<file path="config.mk">
export PLATFORM = sky130hd
export DESIGN_NAME = geometry_command_vertex_decoder
export DESIGN_NICKNAME = d
export VERILOG_FILES = /design/src/design/gcvd_pkg.sv /design/src/design/geometry_command_vertex_decoder.sv
export VERILOG_INCLUDE_DIRS = /design/src /design/src/design
export SDC_FILE = /design/constraint.sdc
export NUM_CORES = 2
export LEC_CHECK = 0
export ABC_AREA = 1
export BUFFER_PORTS_ARGS = -buffer_cell sky130_fd_sc_hd__buf_2
export CORE_MARGIN = 1.5
export CORE_UTILIZATION = 39
export DETAILED_ROUTE_END_ITERATION = 8
export MAX_ROUTING_LAYER = met4
export PLACE_DENSITY = 0.52
export SYNTH_ARGS = -nofsm -noshare
export SYNTH_HDL_FRONTEND = slang
export SYNTH_SLANG_ARGS = --single-unit
</file>
<file path="constraint.sdc">
create_clock -name clk -period 11 [get_ports clk]
set_input_delay 0.55 -clock clk [delete_from_list [all_inputs] [get_ports clk]]
set_output_delay 0.55 -clock clk [all_outputs]
set_load 0.05 [all_outputs]
</file>
<file path="src/design/geometry_command_vertex_decoder_macros.svh">
// assertion macros for the geometry command vertex decoder
// used by geometry_command_vertex_decoder.sv, no other dependencies
`ifndef GEOMETRY_COMMAND_VERTEX_DECODER_MACROS_SVH
`define GEOMETRY_COMMAND_VERTEX_DECODER_MACROS_SVH

// same-cycle implication, disabled while in reset
`define GCVD_ASSERT_HOLDS(label, clk, rst_n, ante, cons, msg) \
    label: assert property (@(posedge clk) disable iff (!rst_n) (ante) |-> (cons)) \
        else $error(msg);

// next-cycle implication, disabled while in reset
`define GCVD_ASSERT_AFTER(label, clk, rst_n, ante, cons, msg) \
    label: assert property (@(posedge clk) disable iff (!rst_n) (ante) |=> (cons)) \
        else $error(msg);

`endif

</file>
<file path="src/design/gcvd_pkg.sv">
// shared types, command codes and helper functions for the geometry command decoder
// no dependencies
`timescale 1ns / 1ps
`default_nettype none

package gcvd_pkg;

    // command bytes
    localparam logic [7:0] CMD_MATRIX   = 8'h14;
    localparam logic [7:0] CMD_SKIP3    = 8'h1b;
    localparam logic [7:0] CMD_COLOR    = 8'h20;
    localparam logic [7:0] CMD_NORMAL   = 8'h21;
    localparam logic [7:0] CMD_TEXCOORD = 8'h22;
    localparam logic [7:0] CMD_VTX16    = 8'h23;
    localparam logic [7:0] CMD_VTX10    = 8'h24;
    localparam logic [7:0] CMD_VTX_XY   = 8'h25;
    localparam logic [7:0] CMD_VTX_XZ   = 8'h26;
    localparam logic [7:0] CMD_VTX_YZ   = 8'h27;
    localparam logic [7:0] CMD_VTX_DIFF = 8'h28;
    localparam logic [7:0] CMD_SKIP1    = 8'h30;
    localparam logic [7:0] CMD_BEGIN    = 8'h40;
    localparam logic [7:0] CMD_END      = 8'h41;

    // primitive types
    localparam logic [2:0] PRIM_QUADS = 3'd1;
    localparam logic [2:0] PRIM_NONE  = 3'd4;

    // command slot value when no packed word is pending
    localparam logic [2:0] SLOT_IDLE = 3'd4;

    localparam int TDATA_OUT_W = 144;

    typedef enum logic [1:0] {
        VTX_NONE,
        VTX_ONE,
        VTX_QUAD
    } vtx_mode_t;

    // first member sits in the high bits, so pos_x ends up lowest
    typedef struct packed {
        logic [4:0]  matrix_id;
        logic [15:0] tex_t;
        logic [15:0] tex_s;
        logic [23:0] color_rgb;
        logic [29:0] normal_packed;
        logic [15:0] pos_z;
        logic [15:0] pos_y;
        logic [15:0] pos_x;
    } vertex_t;

    function automatic logic [1:0] param_count(input logic [7:0] cmd);
        logic [1:0] n;
        unique case (cmd) inside
            CMD_VTX16: n = 2'd2;
            CMD_SKIP3: n = 2'd3;
            CMD_BEGIN, CMD_VTX10, CMD_VTX_XY, CMD_VTX_XZ, CMD_VTX_YZ, CMD_VTX_DIFF,
            CMD_NORMAL, CMD_COLOR, CMD_TEXCOORD, CMD_MATRIX, CMD_SKIP1: n = 2'd1;
            default: n = 2'd0;
        endcase
        return n;
    endfunction

    // 5-bit channel to 8 bits by replicating the top bits
    function automatic logic [7:0] exp5(input logic [4:0] c);
        return {c, c[4:2]};
    endfunction

    function automatic logic [15:0] sext10(input logic [9:0] v);
        return {{6{v[9]}}, v};
    endfunction

endpackage

`default_nettype wire

</file>
<file path="src/design/geometry_command_vertex_decoder.sv">
// geometry command vertex decoder: packed command words in, vertices and markers out
// depends on gcvd_pkg and geometry_command_vertex_decoder_macros.svh
`timescale 1ns / 1ps
`default_nettype none
`include "geometry_command_vertex_decoder_macros.svh"

// Decodes a stream of 32-bit geometry command words. An idle word holds four
// command bytes, run low byte first; each command then takes its parameter
// words from the following transfers. The decoder keeps the current position
// (4.12), normal, expanded colour, texcoord, matrix id and primitive type, and
// sends a vertex for every position command, or six triangle vertices (0,1,2,
// 0,2,3) for each completed group of four in quads mode; end-of-primitive sends
// a marker. A word whose results are known is decoded in the cycle it is taken:
// state is updated at the transfer and the results are queued as a short
// descriptor (vertex mode plus count). The single output register then issues
// one result per cycle while m_tready allows, vertices read from the current
// attributes or from the four-entry quad store. Throughput: one word per cycle
// while each word yields at most one result and the output is not stalled; a word
// yielding several results (up to nine) stalls the input until its last queued
// result moves into the output register; the next word is taken in that cycle.
module geometry_command_vertex_decoder (
    input  wire logic         clk,
    input  wire logic         rst_n,
    // input stream
    input  wire logic         s_tvalid,
    output logic              s_tready,
    input  wire logic [31:0]  s_tdata,  // word[31:0]
    input  wire logic         s_tuser,  // mesh_start
    // result stream
    output logic              m_tvalid,
    input  wire logic         m_tready,
    // pos_x[15:0], pos_y[31:16], pos_z[47:32], normal_packed[77:48],
    // color_rgb[101:78], tex_s[117:102], tex_t[133:118], matrix_id[138:134],
    // prim_type[141:139], zero pad[143:142]
    output logic [gcvd_pkg::TDATA_OUT_W-1:0] m_tdata,
    output logic              m_tuser,  // kind: 0 vertex, 1 end-of-primitive marker
    output logic              m_tlast   // last result caused by one input word
);

    // decoder state
    logic [31:0]         pend_reg, pend_next;
    logic [2:0]          slot_reg, slot_next;
    logic [1:0]          params_reg, params_next;
    logic [31:0]         first_reg, first_next;
    gcvd_pkg::vertex_t   cur_vtx_reg, cur_vtx_next;
    logic [2:0]          cur_prim_reg, cur_prim_next;
    logic [1:0]          quad_cnt_reg, quad_cnt_next;

    // state as seen by this word (mesh_start forces the reset values)
    logic [2:0]          eff_slot;
    logic [1:0]          eff_params;
    logic [31:0]         eff_first;
    gcvd_pkg::vertex_t   eff_vtx;
    logic [2:0]          eff_prim;
    logic [1:0]          eff_qc;

    logic                exec_en;
    logic                run_en;
    logic [2:0]          run_start;
    logic                run_found;
    logic [7:0]          cur_cmd;
    logic                vtx_push;
    logic [2:0]          marker_cnt;
    gcvd_pkg::vtx_mode_t vtx_mode_next;
    logic [3:0]          vtx_cnt;
    logic [3:0]          res_total;
    logic [1:0]          slot_pc [4];
    logic                slot_end [4];

    // quad store
    gcvd_pkg::vertex_t   quad_mem [4];
    logic                q_wr_en;
    logic [1:0]          q_wr_addr;
    logic [1:0]          q_rd_addr;

    // result queue descriptor
    logic [3:0]          pend_cnt_reg;
    logic [3:0]          pend_idx_reg;
    gcvd_pkg::vtx_mode_t pend_mode_reg;

    // output register
    logic                out_valid_reg;
    gcvd_pkg::vertex_t   out_vtx_reg;
    logic [2:0]          out_prim_reg;
    logic                out_kind_reg;
    logic                out_last_reg;

    logic                accept;
    logic                out_load;
    logic                gen;
    logic                is_vtx;

    assign out_load = !out_valid_reg || m_tready;
    assign gen      = (pend_cnt_reg != 4'd0);
    // take a word once the queue is empty or its last entry leaves this cycle
    assign s_tready = (pend_cnt_reg == 4'd0) || ((pend_cnt_reg == 4'd1) && out_load);
    assign accept   = s_tvalid && s_tready;

    assign m_tvalid = out_valid_reg;
    assign m_tdata  = {2'b00, out_prim_reg, out_vtx_reg};
    assign m_tuser  = out_kind_reg;
    assign m_tlast  = out_last_reg;

    // per-slot decode of the packed word that will be pending
    always_comb
    begin
        for (int j = 0; j < 4; j++)
        begin
            slot_pc[j]  = gcvd_pkg::param_count(pend_next[8*j +: 8]);
            slot_end[j] = (pend_next[8*j +: 8] == gcvd_pkg::CMD_END);
        end
    end

    // next state for one accepted word
    always_comb
    begin
        eff_slot   = s_tuser ? gcvd_pkg::SLOT_IDLE : slot_reg;
        eff_params = s_tuser ? 2'd0 : params_reg;
        eff_first  = s_tuser ? 32'd0 : first_reg;
        eff_vtx    = s_tuser ? '0 : cur_vtx_reg;
        eff_prim   = s_tuser ? gcvd_pkg::PRIM_NONE : cur_prim_reg;
        eff_qc     = s_tuser ? 2'd0 : quad_cnt_reg;

        pend_next     = (eff_slot == gcvd_pkg::SLOT_IDLE) ? s_tdata : pend_reg;
        slot_next     = eff_slot;
        params_next   = eff_params;
        first_next    = eff_first;
        cur_vtx_next  = eff_vtx;
        cur_prim_next = eff_prim;
        quad_cnt_next = eff_qc;
        exec_en       = 1'b0;
        run_en        = 1'b0;
        run_start     = 3'd0;
        run_found     = 1'b0;
        vtx_push      = 1'b0;
        marker_cnt    = 3'd0;
        vtx_mode_next = gcvd_pkg::VTX_NONE;
        q_wr_en       = 1'b0;
        q_wr_addr     = eff_qc;
        cur_cmd       = pend_reg[{eff_slot[1:0], 3'b000} +: 8];

        if (eff_slot == gcvd_pkg::SLOT_IDLE)
        begin
            run_en    = 1'b1;
            run_start = 3'd0;
        end
        else if (eff_params > 2'd1)
        begin
            // parameter word of a multi-word command, not yet the last one
            if (eff_params == 2'd2)
            begin
                first_next = s_tdata;
            end
            params_next = eff_params - 2'd1;
        end
        else
        begin
            exec_en   = 1'b1;
            run_en    = 1'b1;
            run_start = eff_slot + 3'd1;
        end

        if (exec_en)
        begin
            unique case (cur_cmd)
                gcvd_pkg::CMD_BEGIN:
                begin
                    cur_prim_next = {1'b0, s_tdata[1:0]};
                    quad_cnt_next = 2'd0;
                end
                gcvd_pkg::CMD_VTX16:
                begin
                    cur_vtx_next.pos_x = eff_first[15:0];
                    cur_vtx_next.pos_y = eff_first[31:16];
                    cur_vtx_next.pos_z = s_tdata[15:0];
                    vtx_push           = 1'b1;
                end
                gcvd_pkg::CMD_VTX10:
                begin
                    // 4.6 values moved up to 4.12
                    cur_vtx_next.pos_x = {s_tdata[9:0], 6'd0};
                    cur_vtx_next.pos_y = {s_tdata[19:10], 6'd0};
                    cur_vtx_next.pos_z = {s_tdata[29:20], 6'd0};
                    vtx_push           = 1'b1;
                end
                gcvd_pkg::CMD_VTX_XY:
                begin
                    cur_vtx_next.pos_x = s_tdata[15:0];
                    cur_vtx_next.pos_y = s_tdata[31:16];
                    vtx_push           = 1'b1;
                end
                gcvd_pkg::CMD_VTX_XZ:
                begin
                    cur_vtx_next.pos_x = s_tdata[15:0];
                    cur_vtx_next.pos_z = s_tdata[31:16];
                    vtx_push           = 1'b1;
                end
                gcvd_pkg::CMD_VTX_YZ:
                begin
                    cur_vtx_next.pos_y = s_tdata[15:0];
                    cur_vtx_next.pos_z = s_tdata[31:16];
                    vtx_push           = 1'b1;
                end
                gcvd_pkg::CMD_VTX_DIFF:
                begin
                    // wrapping 16-bit sums
                    cur_vtx_next.pos_x = eff_vtx.pos_x + gcvd_pkg::sext10(s_tdata[9:0]);
                    cur_vtx_next.pos_y = eff_vtx.pos_y + gcvd_pkg::sext10(s_tdata[19:10]);
                    cur_vtx_next.pos_z = eff_vtx.pos_z + gcvd_pkg::sext10(s_tdata[29:20]);
                    vtx_push           = 1'b1;
                end
                gcvd_pkg::CMD_NORMAL:
                begin
                    cur_vtx_next.normal_packed = s_tdata[29:0];
                end
                gcvd_pkg::CMD_COLOR:
                begin
                    cur_vtx_next.color_rgb = {gcvd_pkg::exp5(s_tdata[14:10]),
                                              gcvd_pkg::exp5(s_tdata[9:5]),
                                              gcvd_pkg::exp5(s_tdata[4:0])};
                end
                gcvd_pkg::CMD_TEXCOORD:
                begin
                    cur_vtx_next.tex_s = s_tdata[15:0];
                    cur_vtx_next.tex_t = s_tdata[31:16];
                end
                gcvd_pkg::CMD_MATRIX:
                begin
                    cur_vtx_next.matrix_id = s_tdata[4:0];
                end
                default:
                begin
                end
            endcase
        end

        if (vtx_push)
        begin
            if (eff_prim == gcvd_pkg::PRIM_QUADS)
            begin
                q_wr_en       = 1'b1;
                quad_cnt_next = eff_qc + 2'd1;
                if (eff_qc == 2'd3)
                begin
                    vtx_mode_next = gcvd_pkg::VTX_QUAD;
                end
            end
            else
            begin
                vtx_mode_next = gcvd_pkg::VTX_ONE;
            end
        end

        // run parameterless commands until one needs parameters
        if (run_en)
        begin
            for (int j = 0; j < 4; j++)
            begin
                if (!run_found && (3'(j) >= run_start))
                begin
                    if (slot_pc[j] != 2'd0)
                    begin
                        run_found   = 1'b1;
                        slot_next   = 3'(j);
                        params_next = slot_pc[j];
                    end
                    else if (slot_end[j])
                    begin
                        marker_cnt = marker_cnt + 3'd1;
                    end
                end
            end
            if (!run_found)
            begin
                slot_next   = gcvd_pkg::SLOT_IDLE;
                params_next = 2'd0;
            end
        end

        // end-of-primitive drops an incomplete quad group
        if (marker_cnt != 3'd0)
        begin
            quad_cnt_next = 2'd0;
        end
    end

    always_comb
    begin
        case (vtx_mode_next)
            gcvd_pkg::VTX_ONE:  vtx_cnt = 4'd1;
            gcvd_pkg::VTX_QUAD: vtx_cnt = 4'd6;
            default:            vtx_cnt = 4'd0;
        endcase
        res_total = vtx_cnt + {1'b0, marker_cnt};
    end

    // which result the queue issues next
    always_comb
    begin
        is_vtx = ((pend_mode_reg == gcvd_pkg::VTX_ONE) && (pend_idx_reg == 4'd0))
              || ((pend_mode_reg == gcvd_pkg::VTX_QUAD) && (pend_idx_reg < 4'd6));
        // triangle order 0,1,2,0,2,3
        case (pend_idx_reg[2:0])
            3'd1:    q_rd_addr = 2'd1;
            3'd2:    q_rd_addr = 2'd2;
            3'd4:    q_rd_addr = 2'd2;
            3'd5:    q_rd_addr = 2'd3;
            default: q_rd_addr = 2'd0;
        endcase
    end

    // control and decoder state
    always_ff @(posedge clk or negedge rst_n)
    begin
        if (!rst_n)
        begin
            pend_reg      <= 32'd0;
            slot_reg      <= gcvd_pkg::SLOT_IDLE;
            params_reg    <= 2'd0;
            first_reg     <= 32'd0;
            cur_vtx_reg   <= '0;
            cur_prim_reg  <= gcvd_pkg::PRIM_NONE;
            quad_cnt_reg  <= 2'd0;
            pend_cnt_reg  <= 4'd0;
            pend_idx_reg  <= 4'd0;
            pend_mode_reg <= gcvd_pkg::VTX_NONE;
            out_valid_reg <= 1'b0;
        end
        else
        begin
            if (out_load)
            begin
                out_valid_reg <= gen;
            end
            if (accept)
            begin
                pend_reg      <= pend_next;
                slot_reg      <= slot_next;
                params_reg    <= params_next;
                first_reg     <= first_next;
                cur_vtx_reg   <= cur_vtx_next;
                cur_prim_reg  <= cur_prim_next;
                quad_cnt_reg  <= quad_cnt_next;
                pend_cnt_reg  <= res_total;
                pend_idx_reg  <= 4'd0;
                pend_mode_reg <= vtx_mode_next;
            end
            else if (out_load && gen)
            begin
                pend_cnt_reg <= pend_cnt_reg - 4'd1;
                pend_idx_reg <= pend_idx_reg + 4'd1;
            end
        end
    end

    // quad store write
    always_ff @(posedge clk)
    begin
        if (accept && q_wr_en)
        begin
            quad_mem[q_wr_addr] <= cur_vtx_next;
        end
    end

    // output payload, quad store read lands here
    always_ff @(posedge clk)
    begin
        if (out_load && gen)
        begin
            out_kind_reg <= !is_vtx;
            out_last_reg <= (pend_cnt_reg == 4'd1);
            out_prim_reg <= cur_prim_reg;
            if (!is_vtx)
            begin
                out_vtx_reg <= '0;
            end
            else if (pend_mode_reg == gcvd_pkg::VTX_QUAD)
            begin
                out_vtx_reg <= quad_mem[q_rd_addr];
            end
            else
            begin
                out_vtx_reg <= cur_vtx_reg;
            end
        end
    end

    `GCVD_ASSERT_HOLDS(a_slot_params, clk, rst_n, 1'b1,
        ((slot_reg == gcvd_pkg::SLOT_IDLE) == (params_reg == 2'd0)),
        "command slot and parameter count disagree")
    `GCVD_ASSERT_HOLDS(a_busy_stall, clk, rst_n, (pend_cnt_reg > 4'd1), !s_tready,
        "input taken while several results are still queued")
    `GCVD_ASSERT_AFTER(a_quad_wrap, clk, rst_n,
        (accept && (vtx_mode_next == gcvd_pkg::VTX_QUAD)), (quad_cnt_reg == 2'd0),
        "quad group count did not wrap after a full group")
    `GCVD_ASSERT_AFTER(a_mesh_prim, clk, rst_n, (accept && s_tuser),
        (cur_prim_reg == gcvd_pkg::PRIM_NONE), "mesh start left a primitive type")
    `GCVD_ASSERT_AFTER(a_last_out, clk, rst_n, (out_load && (pend_cnt_reg == 4'd1)),
        (m_tvalid && m_tlast), "final queued result not marked last")

endmodule

`default_nettype wire

</file>
After elaboration in Yosys (flattened, before gate mapping)
Memories as Yosys holds them, arrays and structs flattened.
Index checks and enable logic that the tools add are counted.
{"block": "word_totals", "romBits": 0, "latchBits": 0, "output_inout_bits": 148, "reg_bits": 368, "elab_cells": 263, "inputBits": 37, "memories": 1, "mem_bits_rw": 556}
{"name": "quad_mem", "depth": 4, "word_bits": 139, "read_ports": 1, "rd_clocked_by_memory_dff": 0, "wr": 1, "line": "geometry_command_vertex_decoder.sv:71", "rtl": "gcvd_pkg::vertex_t quad_mem [4];"}
{"block": "op_classes", "add_sub_neg": 12, "div_mod_pow": 0, "n_reduce_logical": 34, "order_cmp": 6, "n_bitwise": 0, "n_mux": 100, "n_eq_ne": 80, "mul": 0, "shift": 1}
{"cell": "$mux W139", "n": 3}
{"cell": "$eq A8 B6 Y1 const B", "n": 49}
{"cell": "$mux W32", "n": 6}
{"cell": "$pmux W16 S4", "n": 2}
{"cell": "$mux W3", "n": 29}
{"cell": "$pmux W16 S5", "n": 1}
{"cell": "$eq A8 B5 Y1 const B", "n": 9}
{"cell": "$eq A8 B7 Y1 const B", "n": 9}
{"cell": "$add A16 B16 Y16", "n": 3}
{"cell": "$mux W2", "n": 22}
{"cell": "$reduce_or A11 Y1", "n": 4}
{"cell": "$shiftx A32 B6 Y8", "n": 1}
{"cell": "$mux W30", "n": 1}
{"cell": "$pmux W2 S3", "n": 5}
{"cell": "$mux W1", "n": 24}
{"cell": "$mux W24", "n": 1}
{"cell": "$mux W4", "n": 4}
{"cell": "$add A3 B1 Y3 const B", "n": 4}
{"cell": "$reduce_bool A2 Y1", "n": 5}
{"cell": "$eq A3 B3 Y1 const B", "n": 3}
{"cell": "$logic_and A1 B1 Y1", "n": 9}
{"cell": "$eq A2 B2 Y1 const B", "n": 4}
{"cell": "$logic_not A4 Y1", "n": 2}
{"cell": "$eq A3 B1 Y1 const B", "n": 2}
{"cell": "other kinds (20)", "n": 31}

Depth between registers and ports, before layout
{"block": "logic_depth", "word_depth": 27, "ltp_mapped": 34}

Least setup slack after synthesis
No wires, ideal clock.
{"block": "synth_timing", "path_type": "reg2reg", "startpoint": "reg pend_cnt_reg[0]", "endpoint": "mem quad_mem[0][0] in the netlist's numbering, enable pin", "setup_ns": 0.640, "n_path_buf": 2, "stages_incl_launch_ff": 11, "setup_slack_ns": 1.627, "t_arrival_ns": 8.734, "path_cell_list": "dfrtp_1 > inv_1 > ha_1 > nand2_1 > o21ai_0 > nand2_1 > inv_1 > clkbuf_1 > buf_1 > nand2_1 > nor2_1"}
{"block": "synth_via", "elab_chain_cells": 7, "elab_cells_between_ends": 8, "cone_classes": "eq/ne: 1; mux: 2; reduce/logical: 5"}
{"item": "start: declaration", "line": "geometry_command_vertex_decoder.sv:77", "rtl": "logic [3:0] pend_cnt_reg;"}
{"item": "start signal: assignment", "line": "geometry_command_vertex_decoder.sv:344", "rtl": "pend_cnt_reg <= res_total;"}
{"item": "start signal: assignment", "line": "geometry_command_vertex_decoder.sv:350", "rtl": "pend_cnt_reg <= pend_cnt_reg - 4'd1;"}
{"item": "$eq A4 B1 Y1", "line": "geometry_command_vertex_decoder.sv:96", "rtl": "assign s_tready = (pend_cnt_reg == 4'd0) || ((pend_cnt_reg == 4'd1) && out_load);"}
{"item": "$logic_and A1 B1 Y1", "line": "geometry_command_vertex_decoder.sv:96"}
{"item": "$logic_or A1 B1 Y1 *", "line": "geometry_command_vertex_decoder.sv:96"}
{"item": "net s_tready", "line": "geometry_command_vertex_decoder.sv:26", "rtl": "output logic s_tready,"}
{"item": "$logic_and A1 B1 Y1 *", "line": "geometry_command_vertex_decoder.sv:97", "rtl": "assign accept = s_tvalid && s_tready;"}
{"item": "$logic_and A1 B1 Y1 *", "line": "geometry_command_vertex_decoder.sv:359", "rtl": "if (accept && q_wr_en)"}
{"item": "$mux W1 *", "line": "geometry_command_vertex_decoder.sv:359"}
{"item": "$mux W1 (not written as such) *", "line": "geometry_command_vertex_decoder.sv:361", "rtl": "quad_mem[q_wr_addr] <= cur_vtx_next;"}
{"item": "end: declaration", "line": "geometry_command_vertex_decoder.sv:71"}
Mark *: on every way through the listed nets, which the timed path passes. The rest lies on a longest branch.

Worst setup path in the final report
{"block": "layout_timing", "startpoint": "in s_tuser", "endpoint": "reg pend_cnt_reg[2]"}
{"block": "layout_via", "elab_chain_cells": 27, "elab_cells_between_ends": 139, "cone_classes": "add/sub: 5; order compare: 5; eq/ne: 67; shift: 1; mux: 46; reduce/logical: 15"}
{"item": "start: declaration", "line": "geometry_command_vertex_decoder.sv:28", "rtl": "input wire logic s_tuser,"}
{"item": "$mux W3", "line": "geometry_command_vertex_decoder.sv:117", "rtl": "eff_slot = s_tuser ? gcvd_pkg::SLOT_IDLE : slot_reg;"}
{"item": "$eq A3 B3 Y1", "line": "geometry_command_vertex_decoder.sv:124, geometry_command_vertex_decoder.sv:142"}
{"item": "$mux W32", "line": "geometry_command_vertex_decoder.sv:124", "rtl": "pend_next = (eff_slot == gcvd_pkg::SLOT_IDLE) ? s_tdata : pend_reg;"}
{"item": "$eq A8 B7 Y1 (tied with other cells)", "line": "geometry_command_vertex_decoder.sv:109", "rtl": "slot_pc[j] = gcvd_pkg::param_count(pend_next[8*j +: 8]);"}
{"item": "$reduce_or A11 Y1", "line": "gcvd_pkg.sv:53", "rtl": "unique case (cmd) inside"}
{"item": "$pmux W2 S3", "line": "gcvd_pkg.sv:53"}
{"item": "$reduce_bool A2 Y1", "line": "geometry_command_vertex_decoder.sv:261", "rtl": "if (slot_pc[j] != 2'd0)"}
{"item": "$mux W1", "line": "geometry_command_vertex_decoder.sv:261"}
{"item": "[... 11 more ...]"}
{"item": "$mux W3", "line": "geometry_command_vertex_decoder.sv:255", "rtl": "if (run_en)"}
{"item": "$add A3 B1 Y3", "line": "geometry_command_vertex_decoder.sv:269", "rtl": "marker_cnt = marker_cnt + 3'd1;"}
{"item": "$mux W3", "line": "geometry_command_vertex_decoder.sv:267", "rtl": "else if (slot_end[j])"}
{"item": "$mux W3", "line": "geometry_command_vertex_decoder.sv:261"}
{"item": "$mux W3", "line": "geometry_command_vertex_decoder.sv:259", "rtl": "if (!run_found && (3'(j) >= run_start))"}
{"item": "$mux W3", "line": "geometry_command_vertex_decoder.sv:255"}
{"item": "$add A4 B3 Y4 *", "line": "geometry_command_vertex_decoder.sv:294", "rtl": "res_total = vtx_cnt + {1'b0, marker_cnt};"}
{"item": "$mux W4 *", "line": "geometry_command_vertex_decoder.sv:335", "rtl": "if (accept)"}
Every way passes the cells marked *; elsewhere a longest branch is shown, timed or not. The select of a mux whose other input is x is not followed.
A chain may end at the register's enable or synchronous reset.

==> metrics.cfg <==
[cells_and_area]
layout.area.seq_sq_um = 26600
drive_above_1_share_pct = 9.22
final.fill_count = 10708
multi_input_area_sq_um = 14600
largest_reg_flops = 556
nets = 4760
area_growth_pct = 13.3
post-route-util_pct = 44.8

[sta]
fin_crit_ps = 5990
worst_pin_slew_ps = 1100
clock_skew_ps = 29.5
hold_violations = 0
rsz0062_at_grt = false
fin_setup_tns_ps = 0
finalSetupViolCount = 0
maxSlewViolCount = 0
maxSlewHeadroom_pct = 26.3
min_period_over_period_pct = 54.4
clock.fmax_mhz = 167

[synth]
synth_cells = 4559
synth-seq-cells = 924
ys_top_cells_by_area = edfxtp_1, dfrtp_1, nand2_1
yosysSeqAreaShare_pct = 60.6
yosys.area.top_type = edfxtp_1
synth_edf_count = 700
synth_async_sr_flop_share_pct = 24.2
ys.flop_type = edfxtp_1
yosys_warnings = 0
avgSynthCellArea_sq_um = 9.63
ys_types = 54
synth.top_cell.area_share_pct = 47.9
synth_area_sq_um = 43900

[cts]
cts_tree = built
cts.sinks = 924
numCtsBuffers = 103
root_buffer = clkbuf_16
insertion_delay_ps = 690
ctsLongestPathBuffers = 3
htree_levels = 3
cts_setup_buffers = 0
clk_pin_slew_ps = 60

[grt]
grt_pass1_wl_mm = 199
antenna_found_initial = 16
grt_max_degree = 170
grt_usage_pct = 23.6
gr-total-overflow = 0
grt_pass1_vias = 30914

[min_path]
worstHoldStart = m_tready
hp-class = input port to flop

[drt]
postRouteWirelength_mm = 134
via_per_inst = 5.27
dr_total_vias = 32871
wl_per_cell_um = 21.4
drc = 0
ant_nets = 0
dr.pass1.iters = 6
drt_iter0_drc = 2904

[pwr]
internal-power_mw = 7.70
switching_share_pct = 39.6
p_clk_share_pct = 27.3
combPwrFrac_pct = 35.5
p_per_area_nw_per_um2 = 256
p_switching_mw = 5.04
irDropWorstVdd_v = 0.000223
leakage_nw = 21.0
power_frac_seq_pct = 37.2

[placed_design]
io_buffers = 182
gpl.final_weighted_congestion = 0.957
dp_hpwl_mm = 82.0

[worst_setup_path]
cp-end-kind = flop
required_ps = 11570
cp-startpoint = s_tuser
worst-path-max-fanout = 27
r2r-start = slot_reg[0]$_DFFE_PN0P_
slowest_delay_ps = 620
path_class = input port to flop
startpoint_type = input port
cpMaxStageDelayCell = buf_2
crit_arrival_ps = 6560

[floorplanning]
dieArea_sq_um = 115000
fp-row-count = 122
ios = 185
coreArea_sq_um = 111000
fp.dieH_um = 339
start_util_pct = 39.5
die_w_um = 339

[run_status]
status = completed

[flow_run]
maxCapViolations = 0

## cells in the final DEF (no fill, tap or decap), types with 6 or more instances in the layout
cell type  netlist  final
clkbuf_16        0    103
a21oi_1        272    272
nor2_1         201    196
xor2_1           7      7
nand2_1       1187   1185
o211ai_1        36     36
o21ai_1         14     12
dfrtp_1        222    222
ha_1            65     64
or2_2           11     11
buf_4            7     48
clkinv_1         1     14
nand4_1         18     18
clkbuf_8         0     20
a31oi_1         28     28
diode_2          0     11
buf_2           13    181
nor2_4           3      8
nor2_2           6      6
clkinv_2         0     10
edfxtp_1       700    700
nand3_1        161    161
mux2i_1        139    139
inv_1          475    473
clkbuf_1       196     24
nor3_1          16     16
o21ai_0        646    646
bufinv_16        0      8
a221oi_1        15     15
o22ai_1         36     36
## final cells by class
type | instances | area share [%]
Clock buffer | 147 | 5.91
Tap cell | 1488 | 3.74
Antenna cell | 11 | 0.0553
Clock inverter | 44 | 1.00
Timing Repair Buffer | 235 | 2.76
Sequential cell | 924 | 53.5
Inverter | 482 | 3.68
Multi-Input combinational cell | 2908 | 29.4
## cells in the mapped netlist (5+ instances only)
cell / instances
edfxtp_1: 700
xor2_1: 7
inv_2: 6
a221oi_1: 15
nand3_1: 161
o21ai_1: 14
a21oi_1: 272
o22ai_1: 36
o211ai_1: 36
nand4_1: 18
inv_1: 475
a31oi_1: 28
mux2i_1: 139
o221ai_1: 5
o21ai_0: 646
nor2_2: 6
nor2_1: 201
nand2_1: 1187
buf_4: 7
buf_2: 13
clkbuf_1: 196
buf_1: 29
dfrtp_1: 222
nor3_1: 16
or2_2: 11
ha_1: 65
## power groups by stage
stage	Sequential, mW	Combinational, mW	Clock, mW
global route	4.80	5.04	3.68
floorplan	5.35	2.70	0
global placement	4.81	4.48	0
detailed placement	4.81	4.52	0
finish	4.74	4.52	3.47
CTS	4.74	4.54	3.55
## critical path: cells and delay by family
| kind | cells | cell delay, ps |
|---|---|---|
| AOI/OAI and AO/OA | 3 | 850 |
| xor gates and xnor gates | 1 | 170 |
| adders and majority gates | 5 | 1660 |
| buffers and inverters | 6 | 1290 |
| and+or+nand+nor | 11 | 1990 |
## metrics by stage
stage / setup WS [ps] / hold WS (ps) / power [mW] / cell area (sq um) / instances
CTS: 5050 / 187 / 12.8 / 49700 / 6228
global placement: 4460 / 443 / 9.29 / 46300 / 6036
finish: 5010 / 225 / 12.7 / 49800 / 6239
global route: 4450 / 234 / 13.5 / 49700 / 6231
floorplan: 1630 / 254 / 8.05 / 43900 / 4560
detailed placement: 4370 / 435 / 9.33 / 46300 / 6036
## kinds of logic after synthesis
family	count (synthesis)	share of synthesized area (%)
compound gates	1073	13.0
xor+xnor	9	0.179
fa+ha+maj	69	2.03
buf+inv	728	6.34
flops	924	60.6
mux	139	3.17
other cells	1	0.00854
simple gates	1616	14.7
## routing by layer
layer / track usage, % / wire length, um
met2: 36.3 / 61100
met5: - / 0
met3: 3.81 / 8640
met1: 32.0 / 59800
met4: 7.63 / 4100
## worst paths after layout
| check | end | slack (ps) | cells past startpoint |
|---|---|---|---|
| min | m_tvalid$_DFFE_PN0N_ | 220 | 4 |
| max reg2reg | pend_cnt_reg[2]$_DFFE_PN0P_ | 5410 | 24 |
| min in group asynchronous | cur_prim_reg[0]$_DFFE_PN0P_ | 470 | 2 |
| min reg2reg | out_prim_reg[0]$_DFFE_PP_ | 460 | 0 |
| max | pend_cnt_reg[2]$_DFFE_PN0P_ | 5010 | 26 |
| max in group asynchronous | pend_reg[26]$_DFFE_PN0P_ | 8730 | 4 |
## timing repair
item,in CTS,in global routing
gates resized for setup,0,0
hold buffers,1,0
endpoints found under the hold margin,82,0
No activity file was read; power rests on OpenSTA's default activity.
